$ cat config.mk
export PLATFORM = sky130hd
export DESIGN_NAME = line_follower_pid_drive_core_flat
export DESIGN_NICKNAME = d
export VERILOG_FILES = /design/src/rtl/lfpd_pkg.sv /design/src/rtl/lfpd_if.sv /design/src/rtl/lfpd_err_stage.sv /design/src/rtl/lfpd_mul_stage.sv /design/src/rtl/lfpd_drv_stage.sv /design/src/rtl/line_follower_pid_drive_core.sv /design/src/flat_wrapper.sv
export VERILOG_INCLUDE_DIRS = /design/src /design/src/rtl
export SDC_FILE = /design/constraint.sdc
export NUM_CORES = 2
export LEC_CHECK = 0
export ABC_AREA = 1
export BUFFER_PORTS_ARGS = -buffer_cell sky130_fd_sc_hd__buf_2
export CORE_ASPECT_RATIO = 0.7
export CORE_MARGIN = 8
export CORE_UTILIZATION = 34
export DETAILED_ROUTE_END_ITERATION = 10
export GPL_ROUTABILITY_DRIVEN = 0
export PLACE_DENSITY = 0.53
export SKIP_CTS_REPAIR_TIMING = 1
export SLEW_MARGIN = 10
export SYNTH_ARGS = -nofsm -noshare
export SYNTH_HDL_FRONTEND = slang
export SYNTH_SLANG_ARGS = --single-unit
$ cat constraint.sdc
create_clock -name clk -period 9.1 [get_ports clk]
set_input_delay 0.455 -clock clk [delete_from_list [all_inputs] [get_ports clk]]
set_output_delay 0.455 -clock clk [all_outputs]
set_load 0.05 [all_outputs]
$ cat src/rtl/line_follower_pid_drive_core_macros.svh
// ----------------------------------------------------------------------------
// Assertion macros
// Shared concurrent assertion forms for the line follower drive core.
// ----------------------------------------------------------------------------
`ifndef LINE_FOLLOWER_PID_DRIVE_CORE_MACROS_SVH
`define LINE_FOLLOWER_PID_DRIVE_CORE_MACROS_SVH

// Same-cycle implication, sampled on clk, off during reset.
`define LFPD_ASSERT_NOW(name, ante, cons, msg) \
  name: assert property (@(posedge clk) disable iff (rst) (ante) |-> (cons)) \
    else $error(msg);

// Next-cycle implication, sampled on clk, off during reset.
`define LFPD_ASSERT_NEXT(name, ante, cons, msg) \
  name: assert property (@(posedge clk) disable iff (rst) (ante) |=> (cons)) \
    else $error(msg);

`endif

$ cat src/rtl/lfpd_pkg.sv
// ----------------------------------------------------------------------------
// lfpd_pkg
// Types and constants of the PID differential drive core.
// ----------------------------------------------------------------------------
package lfpd_pkg;

  localparam int GAIN_FRAC_BITS = 16;
  localparam int ACC_W          = 50;   // p + d + i products, signed

  typedef enum logic [2:0] {
    REG_LINE_TARGET   = 3'd0,
    REG_MAX_SPEED     = 3'd1,
    REG_GAIN_P        = 3'd2,
    REG_GAIN_I        = 3'd3,
    REG_GAIN_D        = 3'd4,
    REG_FINISH_EDGES  = 3'd5,
    REG_STOP_DELAY_MS = 3'd6
  } reg_idx_t;

  localparam logic [12:0] RST_LINE_TARGET   = 13'd3500;
  localparam logic [7:0]  RST_MAX_SPEED     = 8'd200;
  localparam logic [15:0] RST_GAIN_P        = 16'd6423;
  localparam logic [15:0] RST_GAIN_I        = 16'd0;
  localparam logic [15:0] RST_GAIN_D        = 16'd10486;
  localparam logic [3:0]  RST_FINISH_EDGES  = 4'd10;
  localparam logic [15:0] RST_STOP_DELAY_MS = 16'd500;

  localparam logic [4:0]  EDGE_MAX = 5'd31;

  typedef struct packed {
    logic [12:0] line_target;
    logic [7:0]  max_speed;
    logic [15:0] gain_p;
    logic [15:0] gain_i;
    logic [15:0] gain_d;
    logic [3:0]  finish_edges;
    logic [15:0] stop_delay_ms;
  } cfg_t;

  // Error stage to multiply stage.
  typedef struct packed {
    logic signed [13:0] err;
    logic signed [14:0] diff;
    logic signed [31:0] sum;
    logic               halted;
  } err_stage_t;

  // Multiply stage to drive stage.
  typedef struct packed {
    logic signed [30:0] prod_p;
    logic signed [31:0] prod_d;
    logic signed [48:0] prod_i;
    logic               halted;
  } mul_stage_t;

endpackage

$ cat src/rtl/lfpd_if.sv
// ----------------------------------------------------------------------------
// lfpd_if
// Valid/ready channels of the drive core: control ticks in, drive levels out.
// ----------------------------------------------------------------------------
interface lfpd_tick_if;
  logic        valid;
  logic        ready;
  logic [12:0] line_position;
  logic        marker_level;
  logic [31:0] now_ms;

  modport source (output valid, line_position, marker_level, now_ms, input ready);
  modport sink   (input valid, line_position, marker_level, now_ms, output ready);
endinterface

interface lfpd_drive_if;
  logic       valid;
  logic       ready;
  logic [7:0] left_drive;
  logic [7:0] right_drive;
  logic       halted;

  modport source (output valid, left_drive, right_drive, halted, input ready);
  modport sink   (input valid, left_drive, right_drive, halted, output ready);
endinterface

$ cat src/rtl/lfpd_err_stage.sv
// ----------------------------------------------------------------------------
// lfpd_err_stage
// Error, saturating sum, derivative term and finish-marker / stop tracking.
// ----------------------------------------------------------------------------
module lfpd_err_stage
  import lfpd_pkg::*;
(
  input  logic        clk,
  input  logic        rst,
  input  logic        load,
  input  cfg_t        cfg,
  input  logic [12:0] line_position,
  input  logic        marker_level,
  input  logic [31:0] now_ms,
  output err_stage_t  stage
);

  logic signed [13:0] previous_error;
  logic signed [31:0] error_sum;
  logic               marker_seen;
  logic [4:0]         edge_count;
  logic [31:0]        finish_time;
  logic               stopped;

  logic signed [13:0] err;
  logic signed [32:0] sum_wide;
  logic signed [31:0] sum_sat;
  logic signed [14:0] diff;
  logic [4:0]         count_bumped;
  logic               latch;
  logic [4:0]         edge_count_next;
  logic [31:0]        finish_time_next;
  logic [31:0]        elapsed;
  logic               stop_now;

  always_comb begin
    err      = $signed({1'b0, cfg.line_target}) - $signed({1'b0, line_position});
    sum_wide = {error_sum[31], error_sum} + {{19{err[13]}}, err};
    if (sum_wide[32] != sum_wide[31]) begin
      sum_sat = sum_wide[32] ? {1'b1, 31'b0} : {1'b0, {31{1'b1}}};
    end else begin
      sum_sat = sum_wide[31:0];
    end
    diff = {err[13], err} - {previous_error[13], previous_error};

    // count a rising marker edge, saturating
    if (marker_level && !marker_seen && (edge_count != EDGE_MAX)) begin
      count_bumped = edge_count + 5'd1;
    end else begin
      count_bumped = edge_count;
    end
    // arm the stop timer once the count reaches the target
    latch            = (count_bumped == {1'b0, cfg.finish_edges});
    edge_count_next  = latch ? count_bumped + 5'd1 : count_bumped;
    finish_time_next = latch ? now_ms : finish_time;
    elapsed          = now_ms - finish_time_next;
    stop_now         = (edge_count_next > {1'b0, cfg.finish_edges}) &&
                       (elapsed >= {16'b0, cfg.stop_delay_ms});
  end

  always_ff @(posedge clk) begin
    if (rst) begin
      previous_error <= '0;
      error_sum      <= '0;
      marker_seen    <= 1'b0;
      edge_count     <= '0;
      finish_time    <= '0;
      stopped        <= 1'b0;
    end else if (load && !stopped) begin
      previous_error <= err;
      error_sum      <= sum_sat;
      marker_seen    <= marker_level;
      edge_count     <= edge_count_next;
      finish_time    <= finish_time_next;
      stopped        <= stop_now;
    end
  end

  always_ff @(posedge clk) begin
    if (load) begin
      stage.err    <= err;
      stage.diff   <= diff;
      stage.sum    <= sum_sat;
      stage.halted <= stopped || stop_now;
    end
  end

endmodule

$ cat src/rtl/lfpd_mul_stage.sv
// ----------------------------------------------------------------------------
// lfpd_mul_stage
// Gain products of the proportional, derivative and integral terms.
// ----------------------------------------------------------------------------
module lfpd_mul_stage
  import lfpd_pkg::*;
(
  input  logic       clk,
  input  logic       load,
  input  cfg_t       cfg,
  input  err_stage_t src,
  output mul_stage_t stage
);

  logic signed [30:0] prod_p;
  logic signed [31:0] prod_d;
  logic signed [48:0] prod_i;

  always_comb begin
    prod_p = $signed({1'b0, cfg.gain_p}) * src.err;
    prod_d = $signed({1'b0, cfg.gain_d}) * src.diff;
    prod_i = $signed({1'b0, cfg.gain_i}) * src.sum;
  end

  always_ff @(posedge clk) begin
    if (load) begin
      stage.prod_p <= prod_p;
      stage.prod_d <= prod_d;
      stage.prod_i <= prod_i;
      stage.halted <= src.halted;
    end
  end

endmodule

$ cat src/rtl/lfpd_drv_stage.sv
// ----------------------------------------------------------------------------
// lfpd_drv_stage
// Correction sum, fractional shift and clamp of both motor drives.
// ----------------------------------------------------------------------------
module lfpd_drv_stage
  import lfpd_pkg::*;
(
  input  logic       clk,
  input  logic       load,
  input  cfg_t       cfg,
  input  mul_stage_t src,
  output logic [7:0] left_drive,
  output logic [7:0] right_drive,
  output logic       halted
);

  logic signed [ACC_W-1:0] acc;
  logic signed [ACC_W-1:0] corr;
  logic signed [ACC_W:0]   base;
  logic signed [ACC_W:0]   corr_x;
  logic signed [ACC_W:0]   left_sum;
  logic signed [ACC_W:0]   right_sum;
  logic [7:0]              left_clamped;
  logic [7:0]              right_clamped;

  always_comb begin
    acc = {{(ACC_W-31){src.prod_p[30]}}, src.prod_p}
        + {{(ACC_W-32){src.prod_d[31]}}, src.prod_d}
        + {{(ACC_W-49){src.prod_i[48]}}, src.prod_i};
    // arithmetic shift floors toward minus infinity
    corr      = acc >>> GAIN_FRAC_BITS;
    base      = {{(ACC_W-7){1'b0}}, cfg.max_speed};
    corr_x    = {corr[ACC_W-1], corr};
    left_sum  = base + corr_x;
    right_sum = base - corr_x;

    if (left_sum[ACC_W]) begin
      left_clamped = '0;
    end else if (left_sum > base) begin
      left_clamped = cfg.max_speed;
    end else begin
      left_clamped = left_sum[7:0];
    end

    if (right_sum[ACC_W]) begin
      right_clamped = '0;
    end else if (right_sum > base) begin
      right_clamped = cfg.max_speed;
    end else begin
      right_clamped = right_sum[7:0];
    end
  end

  always_ff @(posedge clk) begin
    if (load) begin
      left_drive  <= src.halted ? 8'd0 : left_clamped;
      right_drive <= src.halted ? 8'd0 : right_clamped;
      halted      <= src.halted;
    end
  end

endmodule

$ cat src/rtl/line_follower_pid_drive_core.sv
// ----------------------------------------------------------------------------
// line_follower_pid_drive_core
// PID differential drive for a line follower with finish-marker stop.
// ----------------------------------------------------------------------------
//  channel    dir  payload                                  handshake
//  ctl_in     in   line_position, marker_level, now_ms      valid / ready
//  drv_out    out  left_drive, right_drive, halted          valid / ready
//  cfg        in   cfg_index, cfg_data                      cfg_we only
//
//  One tick per cycle sustained while drv_out is ready; a result passes the
//  input register, error stage, multiply stage and output register in turn.
//  The loop that bounds the rate is the error / sum / marker update, which
//  closes within the error stage.
//  Synchronous reset clears the pipeline valid bits, PID and marker state,
//  and loads the register defaults. Stalls on drv_out fill bubbles first;
//  ctl_in.ready drops only once all four stages hold a tick.
// ----------------------------------------------------------------------------
module line_follower_pid_drive_core
  import lfpd_pkg::*;
(
  input  logic        clk,
  input  logic        rst,
  input  logic        cfg_we,
  input  logic [2:0]  cfg_index,
  input  logic [15:0] cfg_data,
  lfpd_tick_if.sink   ctl_in,
  lfpd_drive_if.source drv_out
);

  cfg_t cfg;

  // Configuration registers; an unknown index is dropped.
  always_ff @(posedge clk) begin
    if (rst) begin
      cfg.line_target   <= RST_LINE_TARGET;
      cfg.max_speed     <= RST_MAX_SPEED;
      cfg.gain_p        <= RST_GAIN_P;
      cfg.gain_i        <= RST_GAIN_I;
      cfg.gain_d        <= RST_GAIN_D;
      cfg.finish_edges  <= RST_FINISH_EDGES;
      cfg.stop_delay_ms <= RST_STOP_DELAY_MS;
    end else if (cfg_we) begin
      case (reg_idx_t'(cfg_index))
        REG_LINE_TARGET:   cfg.line_target   <= cfg_data[12:0];
        REG_MAX_SPEED:     cfg.max_speed     <= cfg_data[7:0];
        REG_GAIN_P:        cfg.gain_p        <= cfg_data;
        REG_GAIN_I:        cfg.gain_i        <= cfg_data;
        REG_GAIN_D:        cfg.gain_d        <= cfg_data;
        REG_FINISH_EDGES:  cfg.finish_edges  <= cfg_data[3:0];
        REG_STOP_DELAY_MS: cfg.stop_delay_ms <= cfg_data;
        default: ;
      endcase
    end
  end

  // Pipeline occupancy: input register, error stage, multiply stage, output.
  logic in_valid;
  logic err_valid;
  logic mul_valid;
  logic out_valid;

  logic take_in;
  logic take_err;
  logic take_mul;
  logic take_out;
  logic out_xfer;

  // Each stage loads when its upstream holds a tick and it is empty or
  // emptying in the same cycle; this collapses bubbles during a stall.
  always_comb begin
    out_xfer = out_valid && drv_out.ready;
    take_out = mul_valid && (!out_valid || out_xfer);
    take_mul = err_valid && (!mul_valid || take_out);
    take_err = in_valid  && (!err_valid || take_mul);
    take_in  = ctl_in.valid && ctl_in.ready;
  end

  assign ctl_in.ready = !in_valid || take_err;

  always_ff @(posedge clk) begin
    if (rst) begin
      in_valid  <= 1'b0;
      err_valid <= 1'b0;
      mul_valid <= 1'b0;
      out_valid <= 1'b0;
    end else begin
      if (take_in || take_err) begin
        in_valid <= take_in;
      end
      if (take_err || take_mul) begin
        err_valid <= take_err;
      end
      if (take_mul || take_out) begin
        mul_valid <= take_mul;
      end
      if (take_out || out_xfer) begin
        out_valid <= take_out;
      end
    end
  end

  // Input register: hold the tick payload until the error stage takes it.
  logic [12:0] line_position;
  logic        marker_level;
  logic [31:0] now_ms;

  always_ff @(posedge clk) begin
    if (take_in) begin
      line_position <= ctl_in.line_position;
      marker_level  <= ctl_in.marker_level;
      now_ms        <= ctl_in.now_ms;
    end
  end

  err_stage_t err_stage;
  mul_stage_t mul_stage;

  lfpd_err_stage u_err (
    .clk           (clk),
    .rst           (rst),
    .load          (take_err),
    .cfg           (cfg),
    .line_position (line_position),
    .marker_level  (marker_level),
    .now_ms        (now_ms),
    .stage         (err_stage)
  );

  lfpd_mul_stage u_mul (
    .clk   (clk),
    .load  (take_mul),
    .cfg   (cfg),
    .src   (err_stage),
    .stage (mul_stage)
  );

  lfpd_drv_stage u_drv (
    .clk         (clk),
    .load        (take_out),
    .cfg         (cfg),
    .src         (mul_stage),
    .left_drive  (drv_out.left_drive),
    .right_drive (drv_out.right_drive),
    .halted      (drv_out.halted)
  );

  assign drv_out.valid = out_valid;

  `include "line_follower_pid_drive_core_macros.svh"

  // A halted result always carries zero drive.
  `LFPD_ASSERT_NOW(a_halt_zero, out_valid && drv_out.halted,
    drv_out.left_drive == 8'd0 && drv_out.right_drive == 8'd0,
    "halted result with nonzero drive")

  // Back-pressure reaches the input only with every stage occupied.
  `LFPD_ASSERT_NOW(a_full_on_stall, !ctl_in.ready,
    in_valid && err_valid && mul_valid && out_valid,
    "input stalled with a bubble in the pipeline")

  // A waiting result is never dropped.
  `LFPD_ASSERT_NEXT(a_hold_result, out_valid && !drv_out.ready, out_valid,
    "output result lost while stalled")

endmodule
$ cat src/flat_wrapper.sv
// flat-port wrapper written by rule: the top's interface ports become plain ports
module line_follower_pid_drive_core_flat import lfpd_pkg::*;
  (clk, rst, cfg_we, cfg_index, cfg_data, ctl_in_valid, ctl_in_line_position, ctl_in_marker_level, ctl_in_now_ms, ctl_in_ready, drv_out_valid, drv_out_left_drive, drv_out_right_drive, drv_out_halted, drv_out_ready);
  lfpd_tick_if ctl_in_i ();
  lfpd_drive_if drv_out_i ();
  input  logic clk;
  input  logic rst;
  input  logic cfg_we;
  input  logic [2:0] cfg_index;
  input  logic [15:0] cfg_data;
  input wire logic [$bits(ctl_in_i.valid)-1:0] ctl_in_valid;
  input wire logic [$bits(ctl_in_i.line_position)-1:0] ctl_in_line_position;
  input wire logic [$bits(ctl_in_i.marker_level)-1:0] ctl_in_marker_level;
  input wire logic [$bits(ctl_in_i.now_ms)-1:0] ctl_in_now_ms;
  output wire logic [$bits(ctl_in_i.ready)-1:0] ctl_in_ready;
  output wire logic [$bits(drv_out_i.valid)-1:0] drv_out_valid;
  output wire logic [$bits(drv_out_i.left_drive)-1:0] drv_out_left_drive;
  output wire logic [$bits(drv_out_i.right_drive)-1:0] drv_out_right_drive;
  output wire logic [$bits(drv_out_i.halted)-1:0] drv_out_halted;
  input wire logic [$bits(drv_out_i.ready)-1:0] drv_out_ready;
  assign ctl_in_i.valid = ctl_in_valid;
  assign ctl_in_i.line_position = ctl_in_line_position;
  assign ctl_in_i.marker_level = ctl_in_marker_level;
  assign ctl_in_i.now_ms = ctl_in_now_ms;
  assign ctl_in_ready = ctl_in_i.ready;
  assign drv_out_valid = drv_out_i.valid;
  assign drv_out_left_drive = drv_out_i.left_drive;
  assign drv_out_right_drive = drv_out_i.right_drive;
  assign drv_out_halted = drv_out_i.halted;
  assign drv_out_i.ready = drv_out_ready;
  line_follower_pid_drive_core u_core (.clk(clk), .rst(rst), .cfg_we(cfg_we), .cfg_index(cfg_index), .cfg_data(cfg_data), .ctl_in(ctl_in_i), .drv_out(drv_out_i));
endmodule
==> summary.txt <==
Final Hold Viols - 0
worst setup path start - u_core.u_err.stage[38]
Die Wd - 523 µm
power per cell area - 360 nW/µm²
slowest cell delay on critical path - 780 ps
Clk pin slew, worst setup/hold paths - 70 ps
Pint - 10.6 mW
post-synth top area share - 29.1%
post-synthesis instance total - 7743
Synth Warn # - 0
DRC errors left - 0
reg2reg path depth - 20
CP required - 9470 ps
post-synthesis to final-layout area growth - 7.78%
RR Endpoint - u_core.u_mul.stage[79]
CTS sink cnt - 416
Critical Path Most Common Cell - fa_1
part of the Yosys area used for sequential elements - 17.5%
period utilisation layout - 79.1%
largest cells by area after synthesis - fa_1 (29%), nand2_1 (12%), edfxtp_1 (12%)
slew margin rel. - 21.6%
max_cap viols - 0
worst slack at placement - 2000 ps
Critical Path AT - 7570 ps
share of cells above drive strength 1 - 4.78%
total grt overflow - 0
Crit-path slowest cell - a21boi_0
crit path kind - register to register
fin crit period - 7200 ps
CTS Buf Count - 47
Clock Path Buffers - 3
largest net degree at the start of global routing - 86
hold_ws - 46.2 ps
Top Ports - 89
core box area - 179000 µm²
clk_skew - 53.6 ps
Clk network pwr share - 8.2%
routed len/inst - 17.2 µm
worst vdd ir - 0.000524 V
Logic pwr share - 78.1%
Pleak - 34.6 nW
Pins Over Slew Limit - 0
Synth Flop Type - edfxtp_1
Antenna Violating Nets Remaining - 0
Max Freq - 139 MHz
switching power - 13.1 mW
setup ws final - 1900 ps
Cell Area, Synth - 61100 µm²
Synthesized Nets - 9238
Port Buffers - 88
sequential power share - 13.8%
Avg Cell Area, Syn - 7.90 µm²
Setup TNS Final - 0 ps
count of cell types in the netlist - 61
R2R Path Start - u_core.u_err.stage[38]
CP max FO - 16
drt pass-1 iters - 6
crit path cell chain - nand2_1, fa_1, inv_1, fa_1, inv_1, fa_1, fa_1, inv_1, fa_1, fa_1, ha_1, a21oi_1, o21ai_0, a21boi_0, o21bai_1, a21oi_1, o21ai_0, a21boi_0, o21ai_0, xor2_1
initial antenna violation count - 7
fillcell total - 18579
DRT iter0 DRCs - 3908
ys async rst share - 0%
overall power - 23.8 mW
first-pass GRT wire length - 275 mm
switch share - 55.3%
placed instance area - 64000 µm²
Root Buffer - clkbuf_16
RSZ-0062 raised after global routing - false
Starting Density - 34.1%
Setup violations, final - 0
final instance area - 65900 µm²
vias in the first global route - 47728
std cell rows - 130
Critical path destination - u_core.u_mul.stage[79]
final HPWL from detailed placement - 145 mm
Seq cells post-synth - 416
CP endpoint kind - register
vias - 48101
Total GRT Usage - 17.8%
Yosys top cell by area - fa_1
EDFF count, synth - 238
status - finished clean
H-Tree Depth - 2
Die ar. - 194000 µm²
clk_lat worst skew - 670 ps
Critical Path Source Type - register
fin nets - 9197
CTS tree - yes
Total Wirelength - 174 mm
vias per cell - 4.75
chip height - 371 µm
slew of the pin with the lowest slew margin - 1170 ps
r2r setup slk - 1900 ps
Hold Crit Class - input port to register
[sequential cells by signal (all words and copies together), names as in the netlist, 13 cells and up]
| signal | cells |
|---|---|
| u_core.line_position | 13 |
| u_core.u_err.error_sum | 32 |
| u_core.u_err.previous_error | 14 |
| u_core.now_ms | 32 |
| u_core.u_err.finish_time | 32 |
| u_core.u_mul.stage | 113 |
| u_core.cfg | 89 |
| u_core.u_err.stage | 62 |
[layout by cell type (no fill, tap or decap), drive strengths merged, types with 9 or more instances in the layout]
master and count:
o31ai 9, a211oi 12, a31oi 16, or2 32, nand4 65, clkbuf 58
clkinv 31, a21oi 330, a21boi 10, a21o 10, o21a 13, o211ai 54
xor2 160, fa 890, dlygate4sd3 40, edfxtp 238, xnor2 63, mux2i 30
nor3 26, dfxtp 178, o21bai 56, buf 148, o21ai 234, inv 1880
ha 535, nand2 1983, nor2 400, nand3 190
[Yosys cell counts (all sizes together) (2+ instances only)]
library cell  instances
o211a                 3
o311ai                3
a211oi               12
nor3b                 2
nand2              1983
o21a                 13
nand3               190
xnor2                63
a21boi               10
nor4                  7
a21oi               330
inv                1880
o221ai                8
or4                   2
nand4                65
a21o                 10
o211ai               54
clkinv                9
ha                  535
nor3                 26
dfxtp               178
fa                  890
a31oi                16
or2                  32
edfxtp              238
nand3b                5
and2                  5
buf                  19
o21bai               56
o21ai               234
xor2                160
mux2i                30
o31ai                 9
clkbuf              259
nor2                400
[layout make-up]
cell class	count	area, µm²	area share (%)
Multi-Input combinational cell	5160	42300	64.2
Clock inverter	28	308	0.467
Clock buffer	58	1220	1.85
Sequential cell	416	10700	16.3
Inverter	1889	7100	10.8
Tap cell	2376	2970	4.51
Antenna cell	4	10.0	0.0152
Timing Repair Buffer	188	1290	1.96
[worst max-delay path: cells and delay by family, from the launching register on]
kind                       cells  cell delay [ps]
and+or+nand+nor                1              180
DFF                            1              770
buffers and inverters          3              160
xor gates and xnor gates       1              160
adders and majority gates      7             3390
AOI/OAI and AO/OA              8             2280
[power groups by stage]
stage	registers [mW]	logic, mW	clock network (mW)
detailed placement	3.30	18.5	0
global route	3.30	21.1	2.08
global placement	3.30	18.2	0
CTS	3.27	18.6	2.01
finish	3.27	18.5	1.94
floorplan	3.00	13.7	0
[worst min-delay path by stage]
stage	startpoint	endpoint	slack [ps]	depth (start not counted)
finish	ctl_in_marker_level	u_core.marker_level	50	1
global route	ctl_in_marker_level	u_core.marker_level	2	1
CTS	ctl_in_now_ms[13]	u_core.now_ms[13]	-90	1
detailed placement	u_core.cfg[84]	u_core.cfg[84]	450	2
global placement	u_core.cfg[86]	u_core.cfg[86]	440	2
floorplan	u_core.u_err.stage[0]	u_core.u_mul.stage[0]	400	0
[routing by layer]
layer | part of all wire [%] | vias to the layer above | track usage [%] | routed length (µm)
met1 | 51 | 23366 | 28.5 | 89400
met5 | 0.0075 | - | 0 | 13
li1 | - | 23203 | - | -
met3 | 8.8 | 120 | 3.99 | 15300
met4 | 1.2 | 2 | 2.31 | 2040
met2 | 39 | 1410 | 24.7 | 67500
[stage by stage]
stage | utilization (%) | cells
3_5_place_dp | 35.7 | 9989
2_1_floorplan | - | 7743
3_3_place_gp | 35.7 | 9989
6_report | 36.8 | 10119
5_1_grt | 36.8 | 10115
4_1_cts | 36.6 | 10075
[kinds of logic after synthesis]
| family | synth area share [%] |
|---|---|
| AO/OA/AOI/OAI | 7.10 |
| flip-flops | 17.5 |
| buffers and inverters | 13.3 |
| adder cells (fa/ha/maj) | 40.1 |
| XOR/XNOR | 3.19 |
| multiplexers | 0.510 |
| AND/OR/NAND/NOR | 18.3 |
(Power assumes the default switching activity.)
